`src/sv/xei_pkg.sv`:
```
`default_nettype none

package xei_pkg;

  localparam int PANEL_COUNT = 2;
  localparam int PANEL_W     = 1;
  localparam int CODE_W      = 4;
  localparam int SEQ_W       = 2;
  localparam int RELAY_W     = 3;

  // panel status codes that the sequencer reacts to
  localparam logic [CODE_W-1:0] ST_READY_FOR_PULSE = 4'd3;
  localparam logic [CODE_W-1:0] ST_PULSE_SEEN      = 4'd4;
  localparam logic [CODE_W-1:0] ST_STANDBY_SEEN    = 4'd8;

  // generator sequence codes
  localparam logic [SEQ_W-1:0] SEQ_WAITING        = 2'd0;
  localparam logic [SEQ_W-1:0] SEQ_EXPOSE_REQUEST = 2'd1;
  localparam logic [SEQ_W-1:0] SEQ_EXPOSING       = 2'd2;

  // item kinds carried on tuser
  localparam logic MODE_TICK   = 1'b0;
  localparam logic MODE_REPORT = 1'b1;

  // relay latch bit positions
  localparam int RELAY_BEAM   = 0;
  localparam int RELAY_FIRST  = 1;
  localparam int RELAY_SECOND = 2;

  localparam int IN_TDATA_W  = 16;
  localparam int OUT_TDATA_W = 24;
  localparam int OUT_FIELD_W = 17;

  typedef struct packed {
    logic                mode;
    logic [PANEL_W-1:0]  panel_index;
    logic [CODE_W-1:0]   status_code;
    logic                read_failed;
    logic [PANEL_W-1:0]  gen_selects_panel;
    logic                gen_expose;
    logic                first_panel_ready;
    logic                second_panel_ready;
  } in_item_t;

  typedef struct packed {
    logic [SEQ_W-1:0]                    seq;
    logic [PANEL_W-1:0]                  choice;
    logic [PANEL_COUNT-1:0][CODE_W-1:0]  status;
    logic [RELAY_W-1:0]                  relays;
  } ilk_state_t;

  typedef struct packed {
    logic [CODE_W-1:0]   second_panel_status;
    logic [CODE_W-1:0]   first_panel_status;
    logic                wrong_panel_ready;
    logic [PANEL_W-1:0]  command_target;
    logic                cancel_issued;
    logic                unlock_issued;
    logic [SEQ_W-1:0]    sequence_state;
    logic                second_expose_relay;
    logic                first_expose_relay;
    logic                beam_relay_closed;
  } out_item_t;

  function automatic logic [RELAY_W-1:0] panel_relay_mask(input logic [PANEL_W-1:0] p);
    logic [RELAY_W-1:0] m;
    m = '0;
    if (p == PANEL_W'(1)) begin
      m[RELAY_SECOND] = 1'b1;
    end else begin
      m[RELAY_FIRST] = 1'b1;
    end
    return m;
  endfunction

endpackage

`default_nettype wire

```
`src/sv/xray_exposure_interlock.sv`:
```
`default_nettype none

// interlock sequencer between an x-ray generator and two imaging panels. each input
// transfer is either a panel status report (tuser high), which overwrites that panel's
// status code, or a sampled tick of the relay inputs (tuser low), which steps the
// generator sequence: unlock when both panels are in standby, close the chosen panel's
// expose relay when it is ready for pulse, close the beam relay once its ready line rises,
// open the relays when expose drops, cancel the other panel if it is armed and flag the
// wrong panel raising ready. a tick with read_failed set changes nothing. every input
// transfer gives exactly one output transfer carrying the relay latches, sequence state,
// command flags and both status codes after the step. the block takes one transfer per
// cycle while the output is not stalled; a transfer passes through the input register,
// then the result register that the single next-state pass writes together with the state.
// gen_prep is carried on the bus but plays no part in the sequence.

module xray_exposure_interlock (
  input  wire                               clk,
  input  wire                               rst_n,
  input  wire                               in_tvalid,
  output logic                              in_tready,
  // [0] panel_index, [4:1] status_code, [5] read_failed, [6] gen_selects_panel,
  // [7] gen_prep, [8] gen_expose, [9] first_panel_ready, [10] second_panel_ready
  input  wire  [xei_pkg::IN_TDATA_W-1:0]    in_tdata,
  // [0] mode
  input  wire                               in_tuser,
  output logic                              out_tvalid,
  input  wire                               out_tready,
  // [0] beam_relay_closed, [1] first_expose_relay, [2] second_expose_relay,
  // [4:3] sequence_state, [5] unlock_issued, [6] cancel_issued, [7] command_target,
  // [8] wrong_panel_ready, [12:9] first_panel_status, [16:13] second_panel_status
  output logic [xei_pkg::OUT_TDATA_W-1:0]   out_tdata
);
  import xei_pkg::*;

  // input register
  logic       in_valid_r;
  in_item_t   in_item_r;
  in_item_t   in_item_nxt;

  // interlock state
  ilk_state_t state_r;
  ilk_state_t state_nxt;

  // result register
  logic       out_valid_r;
  out_item_t  out_item_r;
  out_item_t  out_item_nxt;

  logic       advance;
  logic       in_xfer;

  // the step fires when the result register is free or being drained this cycle
  assign advance   = in_valid_r && (!out_valid_r || out_tready);
  assign in_tready = !in_valid_r || advance;
  assign in_xfer   = in_tvalid && in_tready;

  always_comb begin
    in_item_nxt.mode               = in_tuser;
    in_item_nxt.panel_index        = in_tdata[0];
    in_item_nxt.status_code        = in_tdata[4:1];
    in_item_nxt.read_failed        = in_tdata[5];
    in_item_nxt.gen_selects_panel  = in_tdata[6];
    in_item_nxt.gen_expose         = in_tdata[8];
    in_item_nxt.first_panel_ready  = in_tdata[9];
    in_item_nxt.second_panel_ready = in_tdata[10];
  end

  xei_step u_step (
    .st     (state_r),
    .item   (in_item_r),
    .st_nxt (state_nxt),
    .res    (out_item_nxt)
  );

  always_ff @(posedge clk) begin
    if (!rst_n) begin
      in_valid_r <= 1'b0;
    end else if (in_tready) begin
      in_valid_r <= in_tvalid;
    end
  end

  // payload of the input register needs no reset
  always_ff @(posedge clk) begin
    if (in_xfer) begin
      in_item_r <= in_item_nxt;
    end
  end

  always_ff @(posedge clk) begin
    if (!rst_n) begin
      state_r.seq    <= SEQ_WAITING;
      state_r.choice <= '0;
      state_r.status <= '0;
      state_r.relays <= '0;
    end else if (advance) begin
      state_r <= state_nxt;
    end
  end

  always_ff @(posedge clk) begin
    if (!rst_n) begin
      out_valid_r <= 1'b0;
    end else if (advance) begin
      out_valid_r <= 1'b1;
    end else if (out_tready) begin
      out_valid_r <= 1'b0;
    end
  end

  always_ff @(posedge clk) begin
    if (advance) begin
      out_item_r <= out_item_nxt;
    end
  end

  assign out_tvalid = out_valid_r;
  assign out_tdata  = {(OUT_TDATA_W - OUT_FIELD_W)'(0), out_item_r};

  // relays only stay closed while an exposure is under way
  a_relays_open_when_waiting: assert property (@(posedge clk) disable iff (!rst_n)
    state_r.seq == SEQ_WAITING |-> state_r.relays == '0)
    else $error("relay closed while sequence waiting");

  // beam relay is closed exactly in the exposing phase
  a_beam_only_exposing: assert property (@(posedge clk) disable iff (!rst_n)
    state_r.relays[RELAY_BEAM] |-> state_r.seq == SEQ_EXPOSING)
    else $error("beam relay closed outside exposing");

  // unlock needs both panels in standby, cancel needs one armed
  a_unlock_cancel_exclusive: assert property (@(posedge clk) disable iff (!rst_n)
    out_valid_r |-> !(out_item_r.unlock_issued && out_item_r.cancel_issued))
    else $error("unlock and cancel in one result");

  // wrong-panel flag only while an expose request is held
  a_wrong_panel_in_request: assert property (@(posedge clk) disable iff (!rst_n)
    out_valid_r && out_item_r.wrong_panel_ready |-> out_item_r.sequence_state != SEQ_WAITING)
    else $error("wrong panel flagged while waiting");

  // a result is produced for every step taken
  a_step_gives_result: assert property (@(posedge clk) disable iff (!rst_n)
    advance |=> out_valid_r)
    else $error("step taken without result");

endmodule

`default_nettype wire

```
`src/sv/xei_step.sv`:
```
`default_nettype none

module xei_step (
  input  xei_pkg::ilk_state_t st,
  input  xei_pkg::in_item_t   item,
  output xei_pkg::ilk_state_t st_nxt,
  output xei_pkg::out_item_t  res
);
  import xei_pkg::*;

  logic                unlock;
  logic                cancel;
  logic                wrong;
  logic [PANEL_W-1:0]  target;
  logic                chosen_rdy;
  logic                other_rdy;
  logic [PANEL_W-1:0]  other_sel;

  assign other_sel = ~item.gen_selects_panel;

  always_comb begin
    st_nxt     = st;
    unlock     = 1'b0;
    cancel     = 1'b0;
    wrong      = 1'b0;
    target     = '0;
    chosen_rdy = 1'b0;
    other_rdy  = 1'b0;
    if (item.mode == MODE_REPORT) begin
      st_nxt.status[item.panel_index] = item.status_code;
    end else if (!item.read_failed) begin
      // both panels parked in standby: release for prepare
      if (st.status[0] == ST_STANDBY_SEEN && st.status[1] == ST_STANDBY_SEEN) begin
        unlock = 1'b1;
        target = item.gen_selects_panel;
      end
      // new expose request
      if (item.gen_expose && st_nxt.seq == SEQ_WAITING) begin
        st_nxt.choice = item.gen_selects_panel;
        if (st_nxt.status[item.gen_selects_panel] == ST_READY_FOR_PULSE) begin
          st_nxt.relays = st_nxt.relays | panel_relay_mask(item.gen_selects_panel);
          st_nxt.status[item.gen_selects_panel] = ST_PULSE_SEEN;
          st_nxt.seq = SEQ_EXPOSE_REQUEST;
        end
      end
      // waiting for the chosen panel's ready line
      if (item.gen_expose && st_nxt.seq == SEQ_EXPOSE_REQUEST) begin
        chosen_rdy = st_nxt.choice[0] ? item.second_panel_ready : item.first_panel_ready;
        other_rdy  = st_nxt.choice[0] ? item.first_panel_ready : item.second_panel_ready;
        if (chosen_rdy) begin
          st_nxt.relays[RELAY_BEAM] = 1'b1;
          st_nxt.seq = SEQ_EXPOSING;
        end
        wrong = other_rdy;
      end
      // expose dropped: open beam and the chosen panel's relay
      if (!item.gen_expose && st_nxt.seq != SEQ_WAITING) begin
        st_nxt.relays[RELAY_BEAM] = 1'b0;
        st_nxt.relays = st_nxt.relays & ~panel_relay_mask(st_nxt.choice);
        st_nxt.seq = SEQ_WAITING;
      end
      // unselected panel armed: cancel its acquisition
      if (st_nxt.status[other_sel] == ST_READY_FOR_PULSE) begin
        cancel = 1'b1;
        target = other_sel;
      end
    end
  end

  always_comb begin
    res.beam_relay_closed   = st_nxt.relays[RELAY_BEAM];
    res.first_expose_relay  = st_nxt.relays[RELAY_FIRST];
    res.second_expose_relay = st_nxt.relays[RELAY_SECOND];
    res.sequence_state      = st_nxt.seq;
    res.unlock_issued       = unlock;
    res.cancel_issued       = cancel;
    res.command_target      = target;
    res.wrong_panel_ready   = wrong;
    res.first_panel_status  = st_nxt.status[0];
    res.second_panel_status = st_nxt.status[1];
  end

endmodule

`default_nettype wire
```
`config.mk`:
```
export PLATFORM = sky130hd
export DESIGN_NAME = xray_exposure_interlock
export DESIGN_NICKNAME = d
export VERILOG_FILES = /design/src/sv/xei_pkg.sv /design/src/sv/xray_exposure_interlock.sv /design/src/sv/xei_step.sv
export SDC_FILE = /design/constraint.sdc
export NUM_CORES = 1
export LEC_CHECK = 0
export CAP_MARGIN = 20
export CORE_MARGIN = 3
export CORE_UTILIZATION = 25
export DETAILED_ROUTE_END_ITERATION = 8
export DONT_BUFFER_PORTS = 1
export PLACE_DENSITY_LB_ADDON = 0.08
export SYNTH_ARGS = -nofsm -noshare
export SYNTH_HDL_FRONTEND = slang
export SYNTH_HIERARCHICAL = 1
export SYNTH_SLANG_ARGS = --single-unit
export TNS_END_PERCENT = 20
```
`constraint.sdc`:
```
create_clock -name clk -period 2 [get_ports clk]
set_input_delay 0.2 -clock clk [delete_from_list [all_inputs] [get_ports clk]]
set_output_delay 0.2 -clock clk [all_outputs]
set_load 0.02 [all_outputs]
```
==> results of run 1 <==
## flip-flops by register name (all words and copies together) (netlist names)
register / cells
state_r: 14
in_valid_r: 1
out_tvalid: 1
out_tdata: 17
in_item_r: 11
## kinds of logic after synthesis
family,count (synthesis),share of synthesized area [%]
and+or+nand+nor,62,16.6
muxes,25,12.0
other,1,0.176
AOI/OAI and AO/OA,17,5.76
buffers and inverters,31,10.8
DFF,44,54.6
## layer usage
metal / up-vias / track usage [%] / wire [um]
li1: 593 / - / -
met4: 0 / 3.15 / 53
met3: 6 / 3.50 / 268
met5: - / 0 / 0
met1: 557 / 10.9 / 1880
met2: 42 / 11.7 / 1630
## layout make-up
class | instances | area [um^2]
Fill cell | 865 | 5960
Sequential cell | 44 | 1160
Multi-Input combinational cell | 111 | 763
Timing Repair Buffer | 16 | 160
Tap cell | 105 | 131
Clock buffer | 6 | 72.6
Clock inverter | 1 | 5.00
## stage by stage
step | utilization (%) | power, mW | cell area, um^2
after CTS | 27.8 | 1.71 | 2290
after global placement | 25.5 | 1.17 | 2110
after floorplan | - | 1.18 | 2150
after global routing | 27.8 | 1.77 | 2290
final | 27.8 | 1.69 | 2290
after detailed placement | 25.5 | 1.18 | 2110
## final timing paths
| kind | depth (start not counted) | startpoint | to | slack, ns |
|---|---|---|---|---|
| worst max-delay path | 6 | state_r[8] | state_r[0] | 0.17 |
| worst min-delay path | 1 | rst_n | out_tvalid | 0.03 |
| worst max register to register | 6 | state_r[8] | state_r[0] | 0.17 |
| worst min register to register | 2 | state_r[0] | state_r[0] | 0.47 |
## cells in the mapped netlist
library cell | instances | area, um^2
a211o_1 | 2 | 17.5
a21o_1 | 2 | 15.0
a21oi_1 | 5 | 25.0
a2bb2oi_1 | 1 | 8.76
a2bb2oi_2 | 1 | 15.0
and2_1 | 2 | 12.5
and2_2 | 2 | 15.0
and3_1 | 1 | 6.26
buf_12 | 1 | 20.0
buf_4 | 24 | 180
buf_6 | 1 | 11.3
clkbuf_1 | 5 | 18.8
conb_1 | 1 | 3.75
dfxtp_1 | 16 | 320
edfxtp_1 | 28 | 841
mux2_2 | 4 | 45.0
mux2i_1 | 21 | 210
nand2_1 | 32 | 120
nand3_1 | 2 | 10.0
nor2_1 | 4 | 15.0
nor2_4 | 1 | 11.3
nor2b_1 | 4 | 25.0
nor2b_2 | 1 | 8.76
nor2b_4 | 1 | 13.8
nor3_1 | 1 | 5.00
nor3_2 | 1 | 10.0
nor3b_1 | 2 | 15.0
nor4_1 | 1 | 6.26
nor4_4 | 1 | 21.3
nor4bb_1 | 2 | 20.0
o21a_1 | 2 | 15.0
o21ai_0 | 2 | 10.0
o21bai_1 | 1 | 7.51
o22a_1 | 1 | 8.76
or2_2 | 1 | 6.26
or4_1 | 1 | 7.51
or4b_4 | 1 | 13.8
or4bb_1 | 1 | 11.3
## power by group through the flow
stage          registers, mW  clock network, mW  logic, mW
5_1_grt                 1.05              0.587      0.135
4_1_cts                 1.05              0.542      0.126
6_report                1.05              0.521      0.124
3_3_place_gp            1.07                  0      0.107
2_1_floorplan           1.05                  0      0.125
3_5_place_dp            1.07                  0      0.109
## critical path: cells and delay by family (launching register included)
kind / cells / cell delay [ns]
simple gates: 4 / 1.10
flops: 1 / 0.38
compound gates: 1 / 0.14
mux: 1 / 0.13
==> results.sh, run 1 <==
export IMPL_switching_share_pct=23.2
export IMPL_ys_warn_count=6
export IMPL_post_cts_resized=0
export IMPL_wl_per_cell_um=13.5
export IMPL_fin_crit_ns=1.83
export IMPL_pwr_share_seq_pct=61.8
export IMPL_clock_fmax_ghz=0.548
export IMPL_synth_cells=180
export IMPL_diodes=0
export IMPL_cp_slowest_cell="nor4bb_1"
export IMPL_num_vias=1198
export IMPL_p_leak_nw=0.825
export IMPL_io_pins=47
export IMPL_antenna_found_initial=0
export IMPL_hpwl_um=2840
export IMPL_grt_max_degree=32
export IMPL_whs_ns=0.0285
export IMPL_drive_gt1_share_pct=14.0
export IMPL_cp_max_fo=4
export IMPL_drt_iter0_markers=65
export IMPL_grt_pass1_vias=1170
export IMPL_htreeDepth=2
export IMPL_ys_seq_area_share_pct=54.6
export IMPL_synth_area_um2=2130
export IMPL_grt_usage_pct=8.18
export IMPL_p_per_area_nw_per_um2=737
export IMPL_fin_cells=283
export IMPL_ys_ff_latch=44
export IMPL_pwr_share_clk_pct=30.8
export IMPL_cp_arrival_ns=2.05
export IMPL_finalWorstSetupSlack_ns=0.174
export IMPL_path_clk_slew_ns=0.08
export IMPL_drv_cap=0
export IMPL_combPwrFrac_pct=7.3
export IMPL_setup_viol_count_final=0
export IMPL_core_area_um2=8260
export IMPL_fp_dieW_um=98.2
export IMPL_avgViaCountPerCell=4.23
export IMPL_drc=0
export IMPL_outcome="finished clean"
export IMPL_die_area_um2=9650
export IMPL_cts_tree="done"
export IMPL_place_port_buffers=0
export IMPL_layout_commonest_cell="nand2_1"
export IMPL_ys_types=38
export IMPL_place_inst=265
export IMPL_cts_setup_buffers=0
export IMPL_grt_setup_unrepaired="no"
export IMPL_area_growth_syn_to_layout_pct=7.82
export IMPL_dr_pass1_iters=4
export IMPL_timing_worst_setup_path_type="reg -> reg"
export IMPL_postCtsHoldBufs=11
export IMPL_max_stage_delay_ns=0.56
export IMPL_nets=199
export IMPL_die_h_um=98.2
export IMPL_hold_class="in -> reg"
export IMPL_grt_overflow_total=0
export IMPL_required_ns=2.22
export IMPL_worst_slew_pin_slew_ns=0.575
export IMPL_numCtsBuffers=5
export IMPL_hold_viol=0
export IMPL_p_sw_mw=0.392
export IMPL_finalMaxSlewViolations=0
export IMPL_grt_pass1_wl_um=6110
export IMPL_ant_nets=0
export IMPL_tns_ns=0
export IMPL_place_ws_ns=0.210
export IMPL_ctsLongestPathBuffers=2
export IMPL_skew_ns=0.00730
export IMPL_cp_start_kind="flop"
export IMPL_drt_wl_total_um=3830
export IMPL_rows=33
export IMPL_crit_chain="nor4bb_1 -> nor3b_1 -> nor4_4 -> a21o_1 -> nand2_1 -> mux2i_1"
export IMPL_period_share_pct=91.3
export IMPL_cp_end_kind="flop"
export IMPL_start_util_pct=25.8
export IMPL_syn_avg_cell_area_um2=11.8
export IMPL_place_gp_congestion=0.778
export IMPL_final_cell_mix="32 x nand2_1, 28 x edfxtp_1, 21 x mux2i_1, 16 x dfxtp_1, 11 x dlygate4sd3_1"
export IMPL_clock_sink_count=44
export IMPL_clock_latency_ns=0.29
export IMPL_ir_drop_uv=278
export IMPL_max_slew_margin_pct=61.2
export IMPL_p_int_mw=1.30
export IMPL_clock_root_buffer="clkbuf_8"
Note: power is estimated with default switching activity, not from simulation.
==> run 2: changes to the inputs <==
--- a/config.mk
+++ b/config.mk
@@ -13,6 +13,5 @@
 export PLACE_DENSITY_LB_ADDON = 0.08
 export SYNTH_ARGS = -nofsm -noshare
 export SYNTH_HDL_FRONTEND = slang
-export SYNTH_HIERARCHICAL = 1
 export SYNTH_SLANG_ARGS = --single-unit
 export TNS_END_PERCENT = 20
==> run 2 against run 1 <==
Against the previous run: critical path depth fell by 2; fmax rose by 3.1%; die area fell by 4.2%; synthesized cell count fell by 0.56%; non-clock buffer count rose by 4; utilization rose by 2.2 points; count of clock-buffer cells in the layout rose by 2; power rose by 5.9%; combinational power rose by 21%; sequential power barely moved; global-route usage rose by 1.9 points; largest power group unchanged; highest routed layer unchanged.
==> results.sh, run 2 <==
export IMPL_clock_root_buffer="clkbuf_8"
export IMPL_fp_dieW_um=96.2
export IMPL_ir_drop_uv=255
export IMPL_synth_cells=179
export IMPL_final_cell_mix="28 x edfxtp_1, 17 x nor2_1, 16 x nand2_1, 16 x dfxtp_1, 11 x dlygate4sd3_1"
export IMPL_cts_setup_buffers=0
export IMPL_yosysMostFrequentCell="edfxtp_1"
export IMPL_finalWorstSetupSlack_ns=0.230
export IMPL_finalMaxSlewViolations=0
export IMPL_grt_overflow_total=0
export IMPL_place_ws_ns=0.234
export IMPL_layout_commonest_cell="edfxtp_1"
export IMPL_hold_viol=0
export IMPL_synth_top_cells_by_count="28 x edfxtp_1, 17 x nor2_1, 16 x dfxtp_1, 16 x nand2_1, 9 x buf_4"
export IMPL_cts_tree="done"
export IMPL_ys_seq_area_share_pct=57.1
export IMPL_place_port_buffers=0
export IMPL_syn_avg_cell_area_um2=11.4
export IMPL_place_gp_congestion=0.823
export IMPL_numCtsBuffers=5
export IMPL_tns_ns=0
export IMPL_grt_pass1_vias=1320
export IMPL_clock_fmax_ghz=0.565
export IMPL_seq_area_um2=1160
export IMPL_timing_rr_start="state_r[12]"
export IMPL_synth_edf_count=28
export IMPL_p_int_mw=1.36
export IMPL_setup_viol_count_final=0
export IMPL_skew_ns=0.00631
export IMPL_cp_end_kind="flop"
export IMPL_hpwl_um=3220
export IMPL_p_sw_mw=0.434
export IMPL_timing_worst_setup_path_type="reg -> reg"
export IMPL_htreeDepth=2
export IMPL_clock_latency_ns=0.30
export IMPL_r2r_end="out_tdata[3]"
export IMPL_die_area_um2=9250
export IMPL_combPwrFrac_pct=8.4
export IMPL_ys_ff_latch=44
export IMPL_grt_usage_pct=10.1
export IMPL_yosys_area_top_type="edfxtp_1"
export IMPL_min_to="in_valid_r"
export IMPL_fill_cells=811
export IMPL_p_per_area_nw_per_um2=764
export IMPL_drt_iter0_markers=89
export IMPL_cp_max_fo=12
export IMPL_p_leak_nw=0.815
export IMPL_post_route_util_pct=30.0
export IMPL_ys_types=48
export IMPL_avgViaCountPerCell=4.67
export IMPL_outcome="finished clean"
export IMPL_cp_start_kind="flop"
export IMPL_pwr_share_seq_pct=59.4
export IMPL_cp_arrival_ns=1.86
export IMPL_diodes=0
export IMPL_drc=0
export IMPL_rows=32
export IMPL_path_clk_slew_ns=0.08
export IMPL_pwr_share_clk_pct=32.2
export IMPL_die_h_um=96.2
export IMPL_dr_pass1_iters=4
export IMPL_synth_area_um2=2030
export IMPL_io_pins=47
export IMPL_ys_warn_count=0
export IMPL_hold_class="in -> reg"
export IMPL_num_vias=1392
export IMPL_core_area_um2=7810
export IMPL_synth_top_area_share_pct=41.4
export IMPL_synthArstFlopShare_pct=0
export IMPL_wl_per_cell_um=14.6
export IMPL_grt_max_degree=19
export IMPL_hold_path_depth=2
export IMPL_largest_reg_flops=17
export IMPL_drv_cap=0
export IMPL_rr_worst_depth=4
export IMPL_period_share_pct=88.5
export IMPL_area_growth_syn_to_layout_pct=15.2
export IMPL_multi_input_area_um2=766
export IMPL_required_ns=2.09
export IMPL_switching_share_pct=24.3
export IMPL_clock_sink_count=44
export IMPL_synth_area_leaders="edfxtp_1 41%, dfxtp_1 16%, buf_4 3.3%, nor2_1 3.1%, nand2_1 3.0%"
export IMPL_ant_nets=0
export IMPL_nets=216
export IMPL_hold_start="in_tvalid"
export IMPL_post_cts_resized=0
export IMPL_ys_flop_type="edfxtp_1"
export IMPL_fin_crit_ns=1.77
export IMPL_grt_pass1_wl_um=6910
export IMPL_antenna_found_initial=0
export IMPL_grt_setup_unrepaired="no"
export IMPL_ctsLongestPathBuffers=2
export IMPL_drt_wl_total_um=4340
export IMPL_start_util_pct=26.0
export IMPL_reg2reg_slack_ns=0.23
export IMPL_drive_gt1_share_pct=11.7
-- run 2: what timing repair did --
item,CTS,global route
hold endpoints to repair,11,0
endpoints found under the setup margin,0,0
hold buffers,11,0
-- run 2: power groups by stage --
stage	Sequential [mW]	Combinational [mW]	Clock, mW
global placement	1.09	0.133	0
detailed placement	1.09	0.134	0
global route	1.07	0.169	0.645
finish	1.06	0.150	0.576
floorplan	1.07	0.115	0
CTS	1.06	0.152	0.599
-- run 2: critical path, stage by stage (launching register included) --
cell and delay (ns):
dfxtp_1 0.53, mux2i_1 0.29, mux2i_2 0.33, nor2_1 0.11, o41ai_1 0.29
-- run 2: layout make-up --
type / count / share of cell area, %
multi-input cells: 119 / 32.7
inverters: 5 / 0.802
repair buffers: 20 / 7.59
well taps: 102 / 5.45
clock buffers: 8 / 3.85
flip-flops and latches: 44 / 49.6
-- run 2: cell families (layout without fill, tap and decap cells) --
kind of cell / Yosys count / in the layout / synth area share, %
simple gates: 71 / 71 / 19.6
flops: 44 / 44 / 57.1
compound gates: 33 / 33 / 12.3
buf+inv: 22 / 33 / 6.28
mux: 8 / 8 / 4.43
other cells: 1 / 7 / 0.185
-- run 2: how the worst max path moves through the flow --
| stage | end | cells past startpoint | startpoint |
|---|---|---|---|
| after CTS | out_tdata[3] | 4 | state_r[12] |
| after global routing | out_tdata[3] | 4 | state_r[12] |
| after global placement | out_tdata[3] | 4 | state_r[12] |
| after floorplan | out_tdata[8] | 5 | state_r[12] |
| final | out_tdata[3] | 4 | state_r[12] |
| after detailed placement | out_tdata[3] | 4 | state_r[12] |
-- run 2: layer usage --
layer / share of wire [%] / global-route usage (%)
met5: 0 / 0
met1: 44 / 13.4
met3: 6.7 / 2.58
met2: 47 / 15.8
met4: 1.6 / 3.91
-- run 2: stage by stage --
step	hold WS (ns)	area (um^2)	power, mW	instances
after global routing	0.0264	2340	1.88	298
final	0.0209	2340	1.79	298
after CTS	0.0144	2340	1.82	298
after floorplan	0.299	2050	1.19	185
after detailed placement	0.299	2140	1.22	279
after global placement	0.299	2140	1.22	279
==> run 3: changes to the inputs <==
--- a/config.mk
+++ b/config.mk
@@ -10,7 +10,7 @@
 export CORE_UTILIZATION = 25
 export DETAILED_ROUTE_END_ITERATION = 8
 export DONT_BUFFER_PORTS = 1
-export PLACE_DENSITY_LB_ADDON = 0.08
+export PLACE_DENSITY = 0.36
 export SYNTH_ARGS = -nofsm -noshare
 export SYNTH_HDL_FRONTEND = slang
 export SYNTH_SLANG_ARGS = --single-unit
==> run 3 against run 2 <==
Against the previous run: sequential cell count did not move; cell count rose by 0.34%; critical path type unchanged; hold slack improved by 0.0096 ns; largest cell class unchanged.
==> results.sh, run 3 (same netlist as run 2, synthesis figures left out) <==
export IMPL_timing_worst_setup_path_type="reg -> reg"
export IMPL_die_area_um2=9250
export IMPL_area_growth_syn_to_layout_pct=16.2
export IMPL_antenna_found_initial=0
export IMPL_grt_pass1_vias=1352
export IMPL_avgViaCountPerCell=4.61
export IMPL_largest_reg_flops=17
export IMPL_hold_class="in -> reg"
export IMPL_cp_max_fo=8
export IMPL_wl_per_cell_um=14.6
export IMPL_p_leak_nw=0.825
export IMPL_cts_tree="done"
export IMPL_p_per_area_nw_per_um2=756
export IMPL_path_clk_slew_ns=0.08
export IMPL_layout_commonest_cell="edfxtp_1"
export IMPL_grt_overflow_total=0
export IMPL_grt_usage_pct=10.2
export IMPL_cp_start_kind="flop"
export IMPL_outcome="finished clean"
export IMPL_skew_ns=0.00586
export IMPL_setup_viol_count_final=0
export IMPL_num_vias=1379
export IMPL_cp_end_kind="flop"
export IMPL_clock_latency_ns=0.29
export IMPL_cp_arrival_ns=1.96
export IMPL_start_util_pct=26.0
export IMPL_total_power_mw=1.78
export IMPL_clock_root_buffer="clkbuf_8"
export IMPL_core_area_um2=7810
export IMPL_grt_setup_unrepaired="no"
export IMPL_required_ns=2.21
export IMPL_ant_nets=0
export IMPL_drt_wl_total_um=4370
export IMPL_tns_ns=0
export IMPL_drt_iter0_markers=106
export IMPL_hold_viol=0
export IMPL_drc=0
export IMPL_grt_max_degree=19
export IMPL_drive_gt1_share_pct=12.2
export IMPL_crit_chain="nor4b_4 -> and4b_1 -> a21oi_2 -> a311oi_2"
export IMPL_fp_dieW_um=96.2
export IMPL_cts_setup_buffers=0
export IMPL_hpwl_um=3290
export IMPL_cp_slowest_cell="edfxtp_1"
export IMPL_numCtsBuffers=5
export IMPL_diodes=0
export IMPL_place_gp_congestion=0.819
export IMPL_die_h_um=96.2
export IMPL_ctsLongestPathBuffers=2
export IMPL_htreeDepth=2
export IMPL_period_share_pct=87.9
export IMPL_max_stage_delay_ns=0.50
export IMPL_dr_pass1_iters=4
export IMPL_grt_pass1_wl_um=7010
export IMPL_fill_cells=808
export IMPL_io_pins=47
export IMPL_rows=32
export IMPL_drv_cap=0
export IMPL_clock_sink_count=44
export IMPL_finalMaxSlewViolations=0
export IMPL_nets=217
export IMPL_ir_drop_uv=211
export IMPL_place_port_buffers=0
export IMPL_clock_fmax_ghz=0.569
export IMPL_fin_crit_ns=1.76
export IMPL_final_cell_mix="28 x edfxtp_1, 17 x nor2_1, 16 x nand2_1, 16 x dfxtp_1, 11 x dlygate4sd3_1"
-- run 3: cell count changes in the layout (fill, tap and decap cells not counted), sizes merged --
cell / change
buf: +1
-- run 3: final cells by class --
| cell class | instances | area, um^2 | share of cell area (%) |
|---|---|---|---|
| sequential | 44 | 1160 | 49.2 |
| clock buffer | 8 | 90.1 | 3.82 |
| tap | 102 | 128 | 5.41 |
| multi-input combinational | 119 | 766 | 32.4 |
| inverter | 5 | 18.8 | 0.795 |
| timing repair buffer | 21 | 198 | 8.37 |
-- run 3: worst paths after layout --
kind / from / end / slack, ns / depth (start not counted)
max reg2reg: in_item_r[10] / state_r[1] / 0.24 / 4
min reg2reg: state_r[0] / state_r[0] / 0.48 / 1
max: in_item_r[10] / state_r[1] / 0.24 / 4
min: in_tvalid / in_valid_r / 0.03 / 2
-- run 3: metal layers --
metal  up-vias  part of all wire, %  global-route usage, %
met5         -                    0                      0
met4         0                  1.4                   4.98
met3         5                  5.1                   2.50
met2        35                   48                   16.0
met1       658                   46                   13.2
li1        681                    -                      -
-- run 3: critical path: cells and delay by family, from the launching register on --
kind               cells  cell delay (ns)
AOI/OAI and AO/OA      2             0.35
DFF                    1             0.50
and+or+nand+nor        2             0.82
-- run 3: power breakdown --
part	internal (mW)	switching (mW)	total, mW
Clock	0.282	0.284	0.566
Sequential	1.01	0.0532	1.06
Combinational	0.0658	0.0889	0.155
Total	1.36	0.426	1.78
-- run 3: per-stage QoR --
step / std cells / area [um^2] / hold WS [ns] / worst slack [ns] / utilization (%)
final: 299 / 2360 / 0.0305 / 0.242 / 30.2
after global routing: 299 / 2360 / 0.0355 / 0.157 / 30.2
after CTS: 299 / 2360 / 0.0195 / 0.242 / 30.2
after detailed placement: 280 / 2160 / 0.299 / 0.274 / 27.7
after global placement: 280 / 2160 / 0.299 / 0.312 / 27.7
after floorplan: 185 / 2050 / 0.299 / 0.378 / -
-- run 3: repair_timing --
| action | CTS | global route |
|---|---|---|
| hold buffers | 11 | 0 |
| endpoints found under the setup margin | 0 | 0 |
| hold endpoints to repair | 11 | 0 |
| resized for setup | 0 | 0 |
